**src/hw/rtl/ckp_canon.sv**
```systemverilog
module ckp_canon #(
   parameter int  KMER_LEN = 11,
   localparam int KmerW    = 2 * KMER_LEN
) (
   input  logic [KmerW-1:0] kmer,
   output logic [KmerW-1:0] canon
);

   logic [KmerW-1:0] rc;

   // Reverse complement: reverse the base order, complement each 2-bit code
   always_comb begin
      rc = '0;
      for (int i = 0; i < KMER_LEN; i++) begin
         rc[2*i +: 2] = ~kmer[2*(KMER_LEN-1-i) +: 2];
      end
      canon = (rc < kmer) ? rc : kmer;
   end

endmodule

```
**config.mk**
```make
export PLATFORM = sky130hd
export DESIGN_NAME = ckp_canon
export DESIGN_NICKNAME = d
export VERILOG_FILES = /design/src/hw/rtl/ckp_canon.sv
export SDC_FILE = /design/constraint.sdc
export NUM_CORES = 1
export LEC_CHECK = 0
export BUFFER_PORTS_ARGS = -buffer_cell sky130_fd_sc_hd__buf_2
export CORE_AREA = 4 4 41 43
export DETAILED_ROUTE_END_ITERATION = 8
export DIE_AREA = 0 0 45 47
export GPL_TIMING_DRIVEN = 0
export PLACE_DENSITY = 0.89
export SLEW_MARGIN = 20
export SYNTH_ARGS = -nofsm -noshare
export SYNTH_HDL_FRONTEND = slang
export SYNTH_SLANG_ARGS = --single-unit
```
**constraint.sdc**
```tcl
create_clock -name vclk -period 3.4
set_clock_uncertainty 0.15 [all_clocks]
set_input_delay 0.34 -clock vclk [all_inputs]
set_output_delay 0.34 -clock vclk [all_outputs]
set_load 0.02 [all_outputs]
```
==> impl_metrics.csv, run 1 <==
group,metric,value,unit
run_status,status,"finished clean",
floorplan,core,1301,um2
place,dp_hpwl,1274,um
worst_setup_path,critPathBufInv,4,
floorplan,die_height,47,um
timing,setup_violations,0,
power_and_ir_drop,p_int,0.07486,mW
timing,setup_ws,689.4,ps
synthesis,syn_area,580.6,um2
final_layout,n_clock_buffer,0,
floorplan,die_area,2115,um2
place,gp_congestion,0.6141,
routing,post-route-drc-count,0,
timing,slew_violations,0,
run,cap_violations,0,
timing,finalSetupTns,0,ps
timing,worst-slew-pin-transition,442.3,ps
timing,fmax,0.3689,GHz
power_and_ir_drop,power.clock.fraction,0,%
final_layout,final_area,819.5,um2
synthesis,syn_nets,100,
floorplan,pin_count,44,
timing,rsz0062_at_grt,"false",
clocking,post_cts_buffers,0,
timing,hold_violations,0,
worst_setup_path,cp-start-kind,"primary input",
final_layout,fin_nets,146,
grt,grt_usage,14.66,%
worst_setup_path,worstPathArrival,2220,ps
synthesis,syn_area_per_cell,8.538,um2
power_and_ir_drop,power_switching,0.1059,mW
worst_setup_path,crit_top_cell,"buf_2",
power_and_ir_drop,seqPwrFrac,0,%
final_layout,seq_cells,0,
routing,drt_iter0_markers,2,
power_and_ir_drop,swShare,58.59,%
final_layout,area_growth,41.16,%
routing,ant_nets,0,
place,dp_cells,127,
worst_setup_path,crit_path_cell_trace,"buf_2 -> inv_1 -> ha_1 -> a211oi_2 -> nor2_1 -> a2111oi_4 -> buf_6 -> mux2i_1 -> buf_2",
routing,routed_wl,1423,um
timing,post-route-period-util,79.72,%
worst_setup_path,critical-path-max-stage-delay,430,ps
final_layout,layout_commonest_cell,"buf_2",
final_layout,layout.cells.non_filler,127,
power_and_ir_drop,power.density,220.6,nW/um2
synthesis,ys_types,16,
clocking,cts_resized,0,
grt,first_global_vias,653,
final_layout,final_cell_mix,"buf_2, inv_1, mux2i_1, ha_1",
grt,grt_max_degree,11,
synthesis,ys_warn_count,0,
routing,wl_per_cell,11.20,um
floorplan,die_w,45,um
floorplan,row_count,13,
grt,grt_overflow,0,
worst_setup_path,required,2910,ps
grt,antenna_found_initial,0,
power_and_ir_drop,ir_drop,0.1543,mV
place,place_worst_setup_slack,706.5,ps
place,placed_cell_area,819.5,um2
worst_setup_path,cp-end-kind,"output pin",
power_and_ir_drop,leakage,0.5447,nW
final_layout,seqCellArea,0,um2
routing,routed_via_density,4.913,
timing,slew_headroom,70.51,%
worst_setup_path,path_class,"in2out",
synthesis,synth-seq-area-share,0,%
power_and_ir_drop,comb_power_share,100.0,%
worst_setup_path,cp_slowest_cell,"a2111oi_4",
synthesis,syn_inst,68,
routing,firstDrtPassIters,2,
worst_setup_path,path_max_fanout,10,
routing,vias,624,
place,io_buffers,44,
clocking,holdBufCountCts,0,
worst_setup_path,critPathTopFamily,"compound AO/OA/AOI/OAI gates",
timing,min_period,2711,ps
floorplan,start_util,44.62,%
final_layout,n_antenna_cell,0,
final_layout,drive_above_1_share,48.21,%
grt,grt_first_pass_wirelength,2490,um
hold_path,hp-class,"in2out",
[cells by family (layout without fill, tap and decap cells)]
group	after synthesis	count (layout)	synth area share, %
AOI/OAI and AO/OA	8	8	15.30
and+or+nand+nor	6	6	6.249
xor gates and xnor gates	2	2	5.603
muxes	20	20	34.48
buffers and inverters	22	66	16.81
adders and majority gates	10	10	21.55
[worst min-delay path: stages]
cell	delay [ps]
buf_2	90
mux2i_1	50
buf_2	150
[through the flow]
step                util [%]  power (mW)  hold slack (ps)
floorplan                  -      0.1255            623.9
global placement       62.98      0.1782            820.0
detailed placement     62.98      0.1821            819.7
CTS                    62.98      0.1831            824.8
global route           62.98      0.1977            845.8
finish                 62.98      0.1808            822.3
[layer usage]
layer / GRT usage, % / up-vias / part of all wire, %
li1: - / 320 / -
met1: 15.80 / 276 / 37
met2: 32.20 / 28 / 54
met3: 0.3831 / 0 / 8.7
met4: 0.5848 / 0 / 0
met5: 0 / - / 0
[cell usage after synthesis, drive strengths merged, types with 2 or more instances]
| library cell | number | area, um2 |
|---|---|---|
| inv | 20 | 75.07 |
| mux2i | 20 | 200.2 |
| ha | 10 | 125.1 |
| a21oi | 3 | 22.52 |
| a211oi | 2 | 25.02 |
| buf | 2 | 22.52 |
| nand4 | 2 | 12.51 |
| o21ai | 2 | 13.76 |
| xor2 | 2 | 32.53 |
[final timing paths]
check / from / endpoint / cells after the start
worst max-delay path: kmer[3] / canon[7] / 9
worst min-delay path: kmer[6] / canon[14] / 3
[area by class of cell]
class	instances	area (um2)
Timing Repair Buffer	44	220.2
Inverter	20	75.07
Buffer	2	22.52
Tap cell	15	18.77
Multi-Input combinational cell	46	483.0
Fill cell	123	481.7
[power groups by stage]
| stage | sequential (mW) | combinational [mW] | clock, mW |
|---|---|---|---|
| after floorplan | 0 | 0.126 | 0 |
| after global placement | 0 | 0.178 | 0 |
| after detailed placement | 0 | 0.182 | 0 |
| after CTS | 0 | 0.183 | 0 |
| after global routing | 0 | 0.198 | 0 |
| final | 0 | 0.181 | 0 |
Note: power is estimated with default switching activity, not from simulation.
==> inputs of run 2 (changes only) <==
Settings changed: ABC_AREA set to 1, CORE_AREA 4 4 41 43 to unset, CORE_MARGIN set to 4, CORE_UTILIZATION set to 44, DIE_AREA 0 0 45 47 to unset, PLACE_DENSITY 0.89 to 0.84.
Clock period 3.4 ns to 2.4 ns, I/O delays scaled along.
==> run 2 against run 1 <==
Against the previous run: total power is 91% higher; global-route usage is 1.4 points higher; worst setup slack worse by 360 ps; clock-buffer cell count stayed put; via count is 56% higher; core utilization is 1.1 points lower; non-clock buffer count is 6 higher; die area is 26% higher; synthesized cell count is 91% higher; largest cell class unchanged; highest routed layer unchanged.
==> impl_metrics.csv, run 2 <==
group,metric,value,unit
final_layout,n_clock_buffer,0,
worst_setup_path,critical-path-max-stage-delay,310,ps
place,gp_congestion,0.8405,
synthesis,synth_area_leaders,"nand2_2, nand4_1, ha_1",
timing,fmax,0.4825,GHz
power_and_ir_drop,power.density,315.5,nW/um2
final_layout,final_cell_mix,"buf_2, nand2_2, inv_1, nand4_1, nand2_1",
worst_setup_path,crit_start,"kmer[5]",
floorplan,die_height,51.72,um
synthesis,synth-seq-area-share,0,%
worst_setup_path,path_class,"in2out",
timing,slew_headroom,86.41,%
grt,grt_overflow,0,
timing,slew_violations,0,
synthesis,syn_nets,162,
run_status,status,"finished clean",
final_layout,area_growth,29.91,%
floorplan,die_area,2674,um2
worst_setup_path,cp_slowest_cell,"ha_1",
synthesis,syn_inst,130,
grt,grt_usage,16.01,%
routing,routed_wl,2118,um
final_layout,multiInputGateArea,671.9,um2
synthesis,synth.most_common_cell,"nand2_2",
grt,use_met3,0.5731,%
routing,firstDrtPassIters,4,
power_and_ir_drop,seqPwrFrac,0,%
grt,antenna_found_initial,0,
final_layout,seqCellArea,0,um2
grt,grt-busiest-layer,"met2",
place,dp_hpwl,1768,um
grt,grt_first_pass_wirelength,3512,um
synthesis,ys_warn_count,0,
timing,setup_violations,0,
power_and_ir_drop,power_switching,0.2097,mW
synthesis,synth_top_area_share,31.99,%
routing,vias,974,
worst_setup_path,worstPathArrival,1680,ps
clocking,post_cts_buffers,0,
grt,first_global_vias,891,
timing,worst-slew-pin-transition,203.8,ps
floorplan,start_util,47.66,%
timing,post-route-period-util,86.36,%
worst_setup_path,cp-end-kind,"output pin",
floorplan,core,1764,um2
place,io_buffers,44,
worst_setup_path,cp-start-kind,"primary input",
worst_setup_path,required,2010,ps
timing,min_period,2073,ps
power_and_ir_drop,swShare,60.85,%
worst_setup_path,crit_path_end,"canon[18]",
grt,grt_max_degree,11,
floorplan,die_w,51.72,um
final_layout,fillers,184,
power_and_ir_drop,leakage,0.6718,nW
clocking,cts_resized,0,
final_layout,seq_cells,0,
power_and_ir_drop,power.clock.fraction,0,%
floorplan,pin_count,44,
floorplan,row_count,15,
timing,finalSetupTns,0,ps
final_layout,n_antenna_cell,0,
grt,grtUsageMet1,21.48,%
timing,rsz0062_at_grt,"false",
power_and_ir_drop,ir_drop,0.2078,mV
power_and_ir_drop,p_int,0.1349,mW
routing,post-route-drc-count,0,
routing,ant_nets,0,
synthesis,synth_top_cell_by_area,"nand2_2",
synthesis,syn_area,840.8,um2
run,cap_violations,0,
timing,hold_violations,0,
grt,met2_usage,29.87,%
final_layout,fin_nets,208,
final_layout,layout_commonest_cell,"buf_2",
routing,wl_per_cell,10.64,um
hold_path,min_from,"kmer[0]",
hold_path,hp-class,"in2out",
final_layout,final_util,61.91,%
final_layout,drive_above_1_share,58.62,%
synthesis,syn_area_per_cell,6.468,um2
routing,routed_via_density,4.894,
power_and_ir_drop,comb_power_share,100.0,%
routing,drt_iter0_markers,14,
worst_setup_path,crit_path_cell_trace,"buf_2 -> inv_1 -> ha_1 -> nand2_2 -> inv_2 -> nand2_1 -> nand2_1 -> nand2_2 -> buf_2 -> nand4_1 -> nand2_2 -> buf_2",
worst_setup_path,path_max_fanout,10,
synthesis,ys_top_cells_by_count,"nand2_2, inv_1, nand4_1, nand2_1, ha_1",
clocking,holdBufCountCts,0,
hold_path,worstHoldPathCells,4,
synthesis,ys_types,16,
[run 2: cell types whose count changed in the layout (fill, tap and decap cells not counted), sizes merged, moves of 2 or more]
cell    change
buf         +6
nand3       +3
nor2        +2
xor2        -2
inv         +5
a211oi      -2
o21ai       -2
nand4      +20
nand2      +54
mux2i      -20
[run 2: critical path, delay by kind of cell]
family	cells	cell delay (ps)
adder cells (fa/ha/maj)	1	310
buffers and inverters	5	580
AND/OR/NAND/NOR	6	560
[run 2: how the worst min path moves through the flow]
stage,endpoint,slack (ps)
floorplan,canon[10],460
CTS,canon[0],650
global route,canon[3],670
global placement,canon[0],650
detailed placement,canon[0],650
finish,canon[0],650
[run 2: routing by layer]
metal	share of wire (%)	vias up	wire length, um
li1	-	511	-
met1	44	435	939
met4	0	0	0
met3	5.6	0	119
met2	50	28	1060
met5	0	-	0
[run 2: per-stage QoR]
step           worst slack (ps)  cell area, um2  instances  power, mW  hold slack (ps)
2_1_floorplan             669.3           840.8        130     0.2505            457.7
3_3_place_gp              368.7            1092        199     0.3409            652.0
3_5_place_dp              351.4            1092        199     0.3481            653.0
4_1_cts                   348.9            1092        199     0.3492            654.6
5_1_grt                   197.7            1092        199     0.3793            667.6
6_report                  327.4            1092        199     0.3447            652.5
[run 2: kinds of logic after synthesis]
family | Yosys count | synth area share, %
and+or+nand+nor | 83 | 61.90
buffers and inverters | 33 | 20.09
adders and majority gates | 10 | 14.88
AOI/OAI and AO/OA | 4 | 3.126
[run 2: power groups by stage]
stage               Clock (mW)  Sequential [mW]  Combinational, mW
finish                       0                0              0.345
global route                 0                0              0.379
CTS                          0                0              0.349
detailed placement           0                0              0.348
global placement             0                0              0.341
floorplan                    0                0              0.251
[run 2: layout make-up]
class,instances,share of cell area [%]
timing repair buffer,44,20.16
multi-input combinational,97,61.51
tap,25,2.864
inverter,25,8.591
buffer,8,6.873
