`config.mk`:
```
export PLATFORM = sky130hd
export DESIGN_NAME = ckp_window
export DESIGN_NICKNAME = d
export VERILOG_FILES = /design/src/hw/rtl/ckp_pkg.sv /design/src/hw/rtl/ckp_window.sv
export SDC_FILE = /design/constraint.sdc
export NUM_CORES = 1
export LEC_CHECK = 0
export BUFFER_PORTS_ARGS = -buffer_cell sky130_fd_sc_hd__buf_2
export CAP_MARGIN = 10
export CORE_MARGIN = 5
export CORE_UTILIZATION = 50
export CTS_BUF_LIST = sky130_fd_sc_hd__clkbuf_4
export CTS_CLUSTER_DIAMETER = 40
export DETAILED_ROUTE_END_ITERATION = 10
export GPL_TIMING_DRIVEN = 1
export PLACE_DENSITY = 0.75
export SETUP_SLACK_MARGIN = 0.05
export SLEW_MARGIN = 20
export SYNTH_ARGS = -nofsm -noshare
export SYNTH_HDL_FRONTEND = slang
export SYNTH_SLANG_ARGS = --single-unit
```
`constraint.sdc`:
```
create_clock -name clock -period 1.8 [get_ports clock]
set_input_delay 0.27 -clock clock [delete_from_list [all_inputs] [get_ports clock]]
set_output_delay 0.27 -clock clock [all_outputs]
set_load 0.02 [all_outputs]
```
`src/hw/rtl/ckp_pkg.sv`:
```
package ckp_pkg;

   // Field widths
   localparam int ByteW     = 8;
   localparam int QueryW    = 22;
   localparam int CanonOutW = 22;
   localparam int MaskW     = 4;
   localparam int CountW    = 3;
   localparam int ClassW    = 3;
   localparam int GcW       = 5;
   localparam int MaxKmerW  = 32;

   // Presence bitmap geometry
   localparam int WordW     = 64;
   localparam int BitSelW   = 6;
   localparam int WordAddrW = 16;
   localparam int Words     = 65536;

   // Request modes
   localparam logic ModeIngest = 1'b0;
   localparam logic ModeQuery  = 1'b1;

   // Characters
   localparam logic [ByteW-1:0] ChLf     = 8'd10;
   localparam logic [ByteW-1:0] ChCr     = 8'd13;
   localparam logic [ByteW-1:0] ChSpace  = 8'd32;
   localparam logic [ByteW-1:0] ChTab    = 8'd9;
   localparam logic [ByteW-1:0] ChHeader = 8'h3E;
   localparam logic [ByteW-1:0] ChUpA    = 8'h41;
   localparam logic [ByteW-1:0] ChUpC    = 8'h43;
   localparam logic [ByteW-1:0] ChUpG    = 8'h47;
   localparam logic [ByteW-1:0] ChUpT    = 8'h54;
   localparam logic [ByteW-1:0] ChLoA    = 8'h61;
   localparam logic [ByteW-1:0] ChLoC    = 8'h63;
   localparam logic [ByteW-1:0] ChLoG    = 8'h67;
   localparam logic [ByteW-1:0] ChLoT    = 8'h74;

   // Base codes
   localparam logic [1:0] BaseA = 2'd0;
   localparam logic [1:0] BaseC = 2'd1;
   localparam logic [1:0] BaseG = 2'd2;
   localparam logic [1:0] BaseT = 2'd3;

   // Query lookup steps: self, four predecessors, four successors
   localparam int         StepW        = 4;
   localparam logic [3:0] StepSelf     = 4'd0;
   localparam logic [3:0] StepPredLast = 4'd4;
   localparam logic [3:0] StepLast     = 4'd8;

   // Context classes
   localparam logic [ClassW-1:0] ClassIsolated = 3'd0;
   localparam logic [ClassW-1:0] ClassNoPred   = 3'd1;
   localparam logic [ClassW-1:0] ClassNoSucc   = 3'd2;
   localparam logic [ClassW-1:0] ClassLinear   = 3'd3;
   localparam logic [ClassW-1:0] ClassBranch   = 3'd4;

   typedef enum logic [5:0] {
      ST_CLEAR  = 6'b000001,
      ST_IDLE   = 6'b000010,
      ST_MARK   = 6'b000100,
      ST_QUERY  = 6'b001000,
      ST_QDRAIN = 6'b010000,
      ST_QOUT   = 6'b100000
   } state_type;

   typedef struct packed {
      logic                 en;
      logic [WordAddrW-1:0] addr;
   } rd_req_type;

   typedef struct packed {
      logic                 en;
      logic [WordAddrW-1:0] addr;
      logic [WordW-1:0]     data;
   } wr_req_type;

   typedef struct packed {
      logic                 kmer_valid;
      logic [CanonOutW-1:0] canon_kmer;
      logic                 was_new;
      logic                 present;
      logic [MaskW-1:0]     pred_mask;
      logic [MaskW-1:0]     succ_mask;
      logic [CountW-1:0]    pred_count;
      logic [CountW-1:0]    succ_count;
      logic [ClassW-1:0]    context_class;
      logic [GcW-1:0]       gc_bases;
   } rsp_payload_type;

endpackage

```
`src/hw/rtl/ckp_window.sv`:
```
module ckp_window #(
   parameter int  KMER_LEN = 11,
   localparam int KmerW    = 2 * KMER_LEN,
   localparam int RunW     = $clog2(KMER_LEN + 1)
) (
   input  logic                      clock,
   input  logic                      reset,
   input  logic                      byte_valid,
   input  logic [ckp_pkg::ByteW-1:0] data_byte,
   output logic                      mark,
   output logic [KmerW-1:0]          kmer_next
);

   logic [KmerW-1:0] window_ff, window_in;
   logic [RunW-1:0]  run_ff, run_in;
   logic             in_header_ff, in_header_in;
   logic             is_base, is_space, shift;
   logic [1:0]       code;

   always_comb begin
      is_base = 1'b1;
      code    = ckp_pkg::BaseA;
      case (data_byte) inside
         ckp_pkg::ChUpA, ckp_pkg::ChLoA: code = ckp_pkg::BaseA;
         ckp_pkg::ChUpC, ckp_pkg::ChLoC: code = ckp_pkg::BaseC;
         ckp_pkg::ChUpG, ckp_pkg::ChLoG: code = ckp_pkg::BaseG;
         ckp_pkg::ChUpT, ckp_pkg::ChLoT: code = ckp_pkg::BaseT;
         default: is_base = 1'b0;
      endcase
      is_space = (data_byte == ckp_pkg::ChLf) || (data_byte == ckp_pkg::ChCr) ||
                 (data_byte == ckp_pkg::ChSpace) || (data_byte == ckp_pkg::ChTab);

      window_in    = window_ff;
      run_in       = run_ff;
      in_header_in = in_header_ff;
      shift        = 1'b0;
      if (in_header_ff) begin
         if (data_byte == ckp_pkg::ChLf) begin
            in_header_in = 1'b0;
         end
      end else if (data_byte == ckp_pkg::ChHeader) begin
         in_header_in = 1'b1;
         window_in    = '0;
         run_in       = '0;
      end else if (is_space) begin
         in_header_in = 1'b0;
      end else if (is_base) begin
         shift     = 1'b1;
         window_in = {window_ff[KmerW-3:0], code};
         if (run_ff != RunW'(KMER_LEN)) begin
            run_in = run_ff + 1'b1;
         end
      end else begin
         window_in = '0;
         run_in    = '0;
      end
      mark      = shift && (run_in == RunW'(KMER_LEN));
      kmer_next = window_in;
   end

   always_ff @(posedge clock) begin
      if (reset) begin
         window_ff    <= '0;
         run_ff       <= '0;
         in_header_ff <= 1'b0;
      end else if (byte_valid) begin
         window_ff    <= window_in;
         run_ff       <= run_in;
         in_header_ff <= in_header_in;
      end
   end

endmodule

```
==> results of run 1 <==
through the flow:
stage | area (um2) | TNS [ps]
2_1_floorplan | 1450 | 0
3_3_place_gp | 1810 | -787
3_5_place_dp | 1810 | -1440
4_1_cts | 2210 | -421
5_1_grt | 2320 | -2130
6_report | 2320 | -711
path summary, 6_finish.rpt:
check / slack, ps / depth (start not counted) / endpoint
worst min register to register: 520 / 1 / window_ff[20]$_SDFFE_PP0P_
worst max register to register: 210 / 6 / run_ff[1]$_SDFFE_PP0P_
worst min-delay path: 220 / 2 / run_ff[3]$_SDFFE_PP0P_
worst max-delay path: -190 / 6 / mark
repair_timing:
action,4_1_cts,5_1_grt
resized for setup,74,26
pin swaps,14,4
setup buffers,14,0
cloned,3,1
endpoints found under the setup margin,23,46
area by class of cell:
| cell class | count | area share |
|---|---|---|
| Multi-Input combinational cell | 110 | 0.406 |
| Inverter | 6 | 0.0108 |
| Timing Repair Buffer | 77 | 0.316 |
| Tap cell | 31 | 0.0167 |
| Sequential cell | 27 | 0.238 |
| Clock inverter | 1 | 0.00323 |
| Clock buffer | 3 | 0.00970 |
cells by family after synthesis:
| group | share of synthesized area |
|---|---|
| AOI/OAI and AO/OA | 0.348 |
| and+or+nand+nor | 0.187 |
| buffers and inverters | 0.0533 |
| adders and majority gates | 0.00873 |
| xor gates and xnor gates | 0.0183 |
| DFF | 0.377 |
| muxes | 0.00786 |
sequential cells by signal (all words and copies together), names as in the netlist:
| signal | count |
|---|---|
| in_header_ff | 1 |
| run_ff | 4 |
| window_ff | 22 |
layout by cell type, fill, tap and decap left out, types with 2 or more instances in the layout:
master    instances
nand4_1           4
buf_4            35
buf_8             4
a22oi_2           2
buf_6            32
nand2b_1          2
nor2b_1           3
a22o_1           40
nand3b_1          2
nand4b_1          2
dfxtp_4           2
nand3_1           2
nand2_1           2
xnor2_2           2
nor4_4            2
nor2_1            7
inv_1             5
o21ai_0           4
nor3_1            2
o211ai_1          2
dfxtp_2           3
dfxtp_1          22
clkbuf_4          3
nor3b_1           2
buf_2             5
a21oi_1           6
power groups by stage:
stage / Sequential [mW] / Clock (mW) / Combinational [mW]
floorplan: 0.612 / 0 / 0.0472
global placement: 0.612 / 0 / 0.0967
detailed placement: 0.612 / 0 / 0.0998
CTS: 0.596 / 0.277 / 0.121
global route: 0.597 / 0.313 / 0.146
finish: 0.596 / 0.285 / 0.138
metal layers:
metal / GRT usage / vias up / routed length (um)
met1: 0.272 / 793 / 1950
met2: 0.410 / 71 / 2560
met5: 0 / - / 0
li1: - / 737 / -
met4: 0.0805 / 0 / 128
met3: 0.0426 / 16 / 310
==> out/qor.csv, run 1 <==
metric;value;unit
worst hold slack;223;ps
internal power;750;uW
number of global-route vias before repair;1619;
crit path max-delay cell type;dfxtp_2;
Yosys top cell by area;dfxtp_1;
routed length per instance;19.4;um
Final setup viols;21;
syn_nets;165;
Ports;34;
Synth Warn #;0;
drt initial violations;127;
Synth Instances;153;
syn avg cell area;9.36;um2
Seq cells post-synth;27;
clk slew on worst S/H paths;170;ps
most frequent cell after synthesis;a22o_1;
sequential-to-total area share from yosys stat;0.377;
total power;1.02;mW
Rel. slew slack;0.700;
Final Hold Fails;0;
GRT Total Usage;0.230;
net switching power;269;uW
Final min period;1990;ps
hold_sp;reset;
Synth cell types;36;
Post-synth ARST share;0;
initial antenna violation count;0;
RSZ-0062 raised after global routing;yes;
clock root buffer;clkbuf_4;
CTS max path bufs;2;
HPWL after detailed placement;2740;um
Die Y;63.5;um
Initial Utilization;0.520;
type of origin of the critical path;register;
# rows;19;
H-tree levels;1;
grt ovf;0;
synthesized cell area;1430;um2
cells along the critical path;buf_6 -> nand3_2 -> xnor2_2 -> a22oi_2 -> nor4_4 -> buf_4;
Max-Cap Viols;0;
dpl ws;-107;ps
DR DRC count;0;
Hold-fix buffers, CTS;0;
placed insts;234;
Comb pwr share;0.135;
Final Core Density;0.842;
RD Place Congestion;0.990;
Filler Cells Inserted;151;
Max Freq;0.503;GHz
Via density;6.34;
worst setup path category;reg -> out;
CTS Buf Count;3;
clock sink count;27;
CP startpoint;run_ff[0]$_SDFFE_PP0P_;
switch share;0.264;
crit path max fanout;5;
ANT nets after route;0;
Peak supply drop;0.000456;V
top cells by area, synth;dfxtp_1 (38%), a22o_1 (24%), a21oi_1 (2.1%);
Area growth syn-to-layout;62.1;%
CP peak stage delay;390;ps
crit share post-route;1.10;
Critical Path RT;1530;ps
register area;552;um2
Yosys top cell area share;0.377;
IO Port Bufs;33;
CP Buf/Inv Count;2;
fraction of layout cells with a size suffix above 1;0.487;
Post-synth EDFFs;0;
CP delay by family, top;flip-flops;
status;complete, but fails checks;
fin cells;255;
largest net degree at the start of global routing;17;
most instantiated cells after synthesis;a22o_1 (40), dfxtp_1 (27), nor2_1 (8);
Die Area;4040;um2
chip width;63.5;um
Total Routed Length;4950;um
clock power share;0.280;
Final nets;237;
setup ws final;-189;ps
CP Capture Type;output pin;
critical path data arrival time;1720;ps
LEAKAGE;0.987;nW
clk_lat worst skew;340;ps
top_reg_cell synth;dfxtp_1;
Reg power frac;0.585;
first-pass GRT wire length;7600;um
Least-Margin Pin Slew;444;ps
failing checks;negative setup slack;
worst flop-to-flop path startpoint;in_header_ff$_SDFFE_PP0P_;
pwr/cell area;439;nW/um2
TritonCTS clock tree;yes;
DR vias;1617;
clk_skew;12.6;ps
Initial DRT Pass Iterations;4;
Core Region;2760;um2
# diodes;0;
Slew Viols, Final;0;
Multi-input gate area;943;um2
Hold Path Class;in -> reg;
Note: power is estimated with default switching activity, not from simulation.
==> run 2: changes to the inputs <==
--- a/config.mk
+++ b/config.mk
@@ -13,7 +13,7 @@
 export CTS_CLUSTER_DIAMETER = 40
 export DETAILED_ROUTE_END_ITERATION = 10
 export GPL_TIMING_DRIVEN = 1
-export PLACE_DENSITY = 0.75
+export PLACE_DENSITY = 0.8
 export SETUP_SLACK_MARGIN = 0.05
 export SLEW_MARGIN = 20
 export SYNTH_ARGS = -nofsm -noshare
==> run 2 against run 1 <==
Effect of this change:
- the flow still finishes with violations (negative setup slack)
- hold slack better by 8.5 ps
- global-route usage is 2.8 points lower
- sequential share of layout area is 1.8 points higher
- combinational power is 19% lower
- total power is 5.2% lower
- flip-flop and latch count stayed put
- non-clock buffer count is 12 lower
- first-iteration DRC count is 46% lower
- utilization is 6.2 points lower
- via count is 7.0% lower
- critical endpoint unchanged
- largest cell class unchanged
- highest routed layer unchanged
==> out/qor.csv, run 2 (synthesized netlist as in run 1, its figures left out) <==
metric;value;unit
status;complete, but fails checks;
failing checks;negative setup slack;
RSZ-0062 raised after global routing;yes;
crit share post-route;1.14;
CP Capture Type;output pin;
CTS max path bufs;2;
Reg-to-Reg End;window_ff[17]$_SDFFE_PP0P_;
Total Routed Length;3950;um
CTS Buf Count;3;
first-pass GRT wire length;6900;um
CP startpoint;run_ff[0]$_SDFFE_PP0P_;
crit path max fanout;4;
Placement Cell Area;1770;um2
routed length per instance;16.2;um
Core Region;2760;um2
Final setup viols;21;
Initial DRT Pass Iterations;4;
most common cell after layout, fill and taps aside;a22o_1;
H-tree levels;1;
max reg flops;22;
drt initial violations;69;
chip width;63.5;um
clk_lat worst skew;310;ps
Area growth syn-to-layout;50.2;%
Filler Cells Inserted;196;
WHS Endpoint;window_ff[1]$_SDFFE_PP0P_;
grt ovf;0;
clock root buffer;clkbuf_4;
hold_sp;reset;
Slew Viols, Final;0;
Least-Margin Pin Slew;381;ps
Initial Utilization;0.520;
number of global-route vias before repair;1504;
TritonCTS clock tree;yes;
Final Hold Fails;0;
DR vias;1504;
final instance area;2150;um2
# diodes;0;
largest net degree at the start of global routing;21;
GRT Total Usage;0.202;
worst flop-to-flop path startpoint;in_header_ff$_SDFFE_PP0P_;
worst setup path category;reg -> out;
Via density;6.19;
clock sink count;27;
commonest cells after routing, fill and taps aside;a22o_1 (40), buf_6 (30), buf_4 (26), dfxtp_1 (22);
Die Area;4040;um2
pwr/cell area;449;nW/um2
Final min period;2050;ps
setup ws final;-249;ps
R2R cell count;4;
Biggest register;window_ff;
Final nets;225;
total power;966;uW
Ports;34;
type of origin of the critical path;register;
IO Port Bufs;33;
Rel. slew slack;0.742;
Multi-input gate area;916;um2
Largest regs;window_ff x22, run_ff x4, in_header_ff x1;
Max Freq;0.488;GHz
fraction of layout cells with a size suffix above 1;0.439;
Peak supply drop;0.000350;V
critical path data arrival time;1780;ps
Max-Cap Viols;0;
worst hold slack;231;ps
initial antenna violation count;0;
Critical Path RT;1530;ps
fin cells;243;
setup slack, reg-to-reg;400;ps
Hold-fix buffers, CTS;0;
HPWL after detailed placement;2630;um
placed insts;229;
# rows;19;
Hold Path Class;in -> reg;
ANT nets after route;0;
hold depth;2;
Die Y;63.5;um
clk slew on worst S/H paths;150;ps
DR DRC count;0;
clk_skew;5.52;ps
LEAKAGE;0.903;nW
RD Place Congestion;0.883;
register area;549;um2
## run 2: cell types whose count changed in the layout (fill, tap and decap cells not counted), moves of 2 or more
cell and delta:
buf_4 -9, buf_2 +2, buf_6 -2, buf_8 -2
## run 2: how the worst max path moves through the flow
stage | slack [ps] | depth (start not counted) | endpoint
floorplan | 100 | 6 | mark
global placement | -70 | 7 | mark
detailed placement | -90 | 7 | mark
CTS | -220 | 6 | mark
global route | -340 | 8 | mark
finish | -250 | 8 | mark
## run 2: metrics by stage
| step | utilization | setup WS (ps) | TNS, ps |
|---|---|---|---|
| final | 0.780 | -249 | -482 |
| after global routing | 0.780 | -339 | -1900 |
| after CTS | 0.768 | -215 | -230 |
| after detailed placement | 0.643 | -85.0 | -757 |
| after global placement | 0.643 | -69.8 | -526 |
| after floorplan | - | 96.7 | 0 |
## run 2: worst max-delay path, cell delays in order (launching register included)
cell	delay, ps
dfxtp_4	380
ha_4	170
inv_1	80
nor2_2	40
buf_6	120
xnor2_2	150
a22oi_2	100
nor4_4	250
buf_4	180
## run 2: where the power goes
part	switching, mW	internal [mW]	total [mW]
Combinational	0.0586	0.0535	0.112
Clock	0.173	0.0830	0.256
Sequential	0.000641	0.597	0.597
Total	0.233	0.733	0.966
## run 2: area by class of cell
class / instances / area share
inverters: 6 / 0.0105
well taps: 31 / 0.0180
repair buffers: 65 / 0.278
clock inverters: 1 / 0.00233
multi-input cells: 110 / 0.426
flip-flops and latches: 27 / 0.255
clock buffers: 3 / 0.0105
## run 2: repair_timing
item | in CTS | in global routing
resized for setup | 77 | 7
setup endpoints to repair | 23 | 23
gates cloned | 2 | 0
pin swaps | 10 | 3
buffers inserted | 7 | 1
## run 2: routing by layer
metal	global-route usage	part of all wire	wire, um	up-vias
li1	-	-	-	717
met1	0.245	0.42	1670	731
met2	0.360	0.50	1970	46
met3	0.0302	0.055	216	10
met4	0.0649	0.023	91	0
met5	0	0	0	-
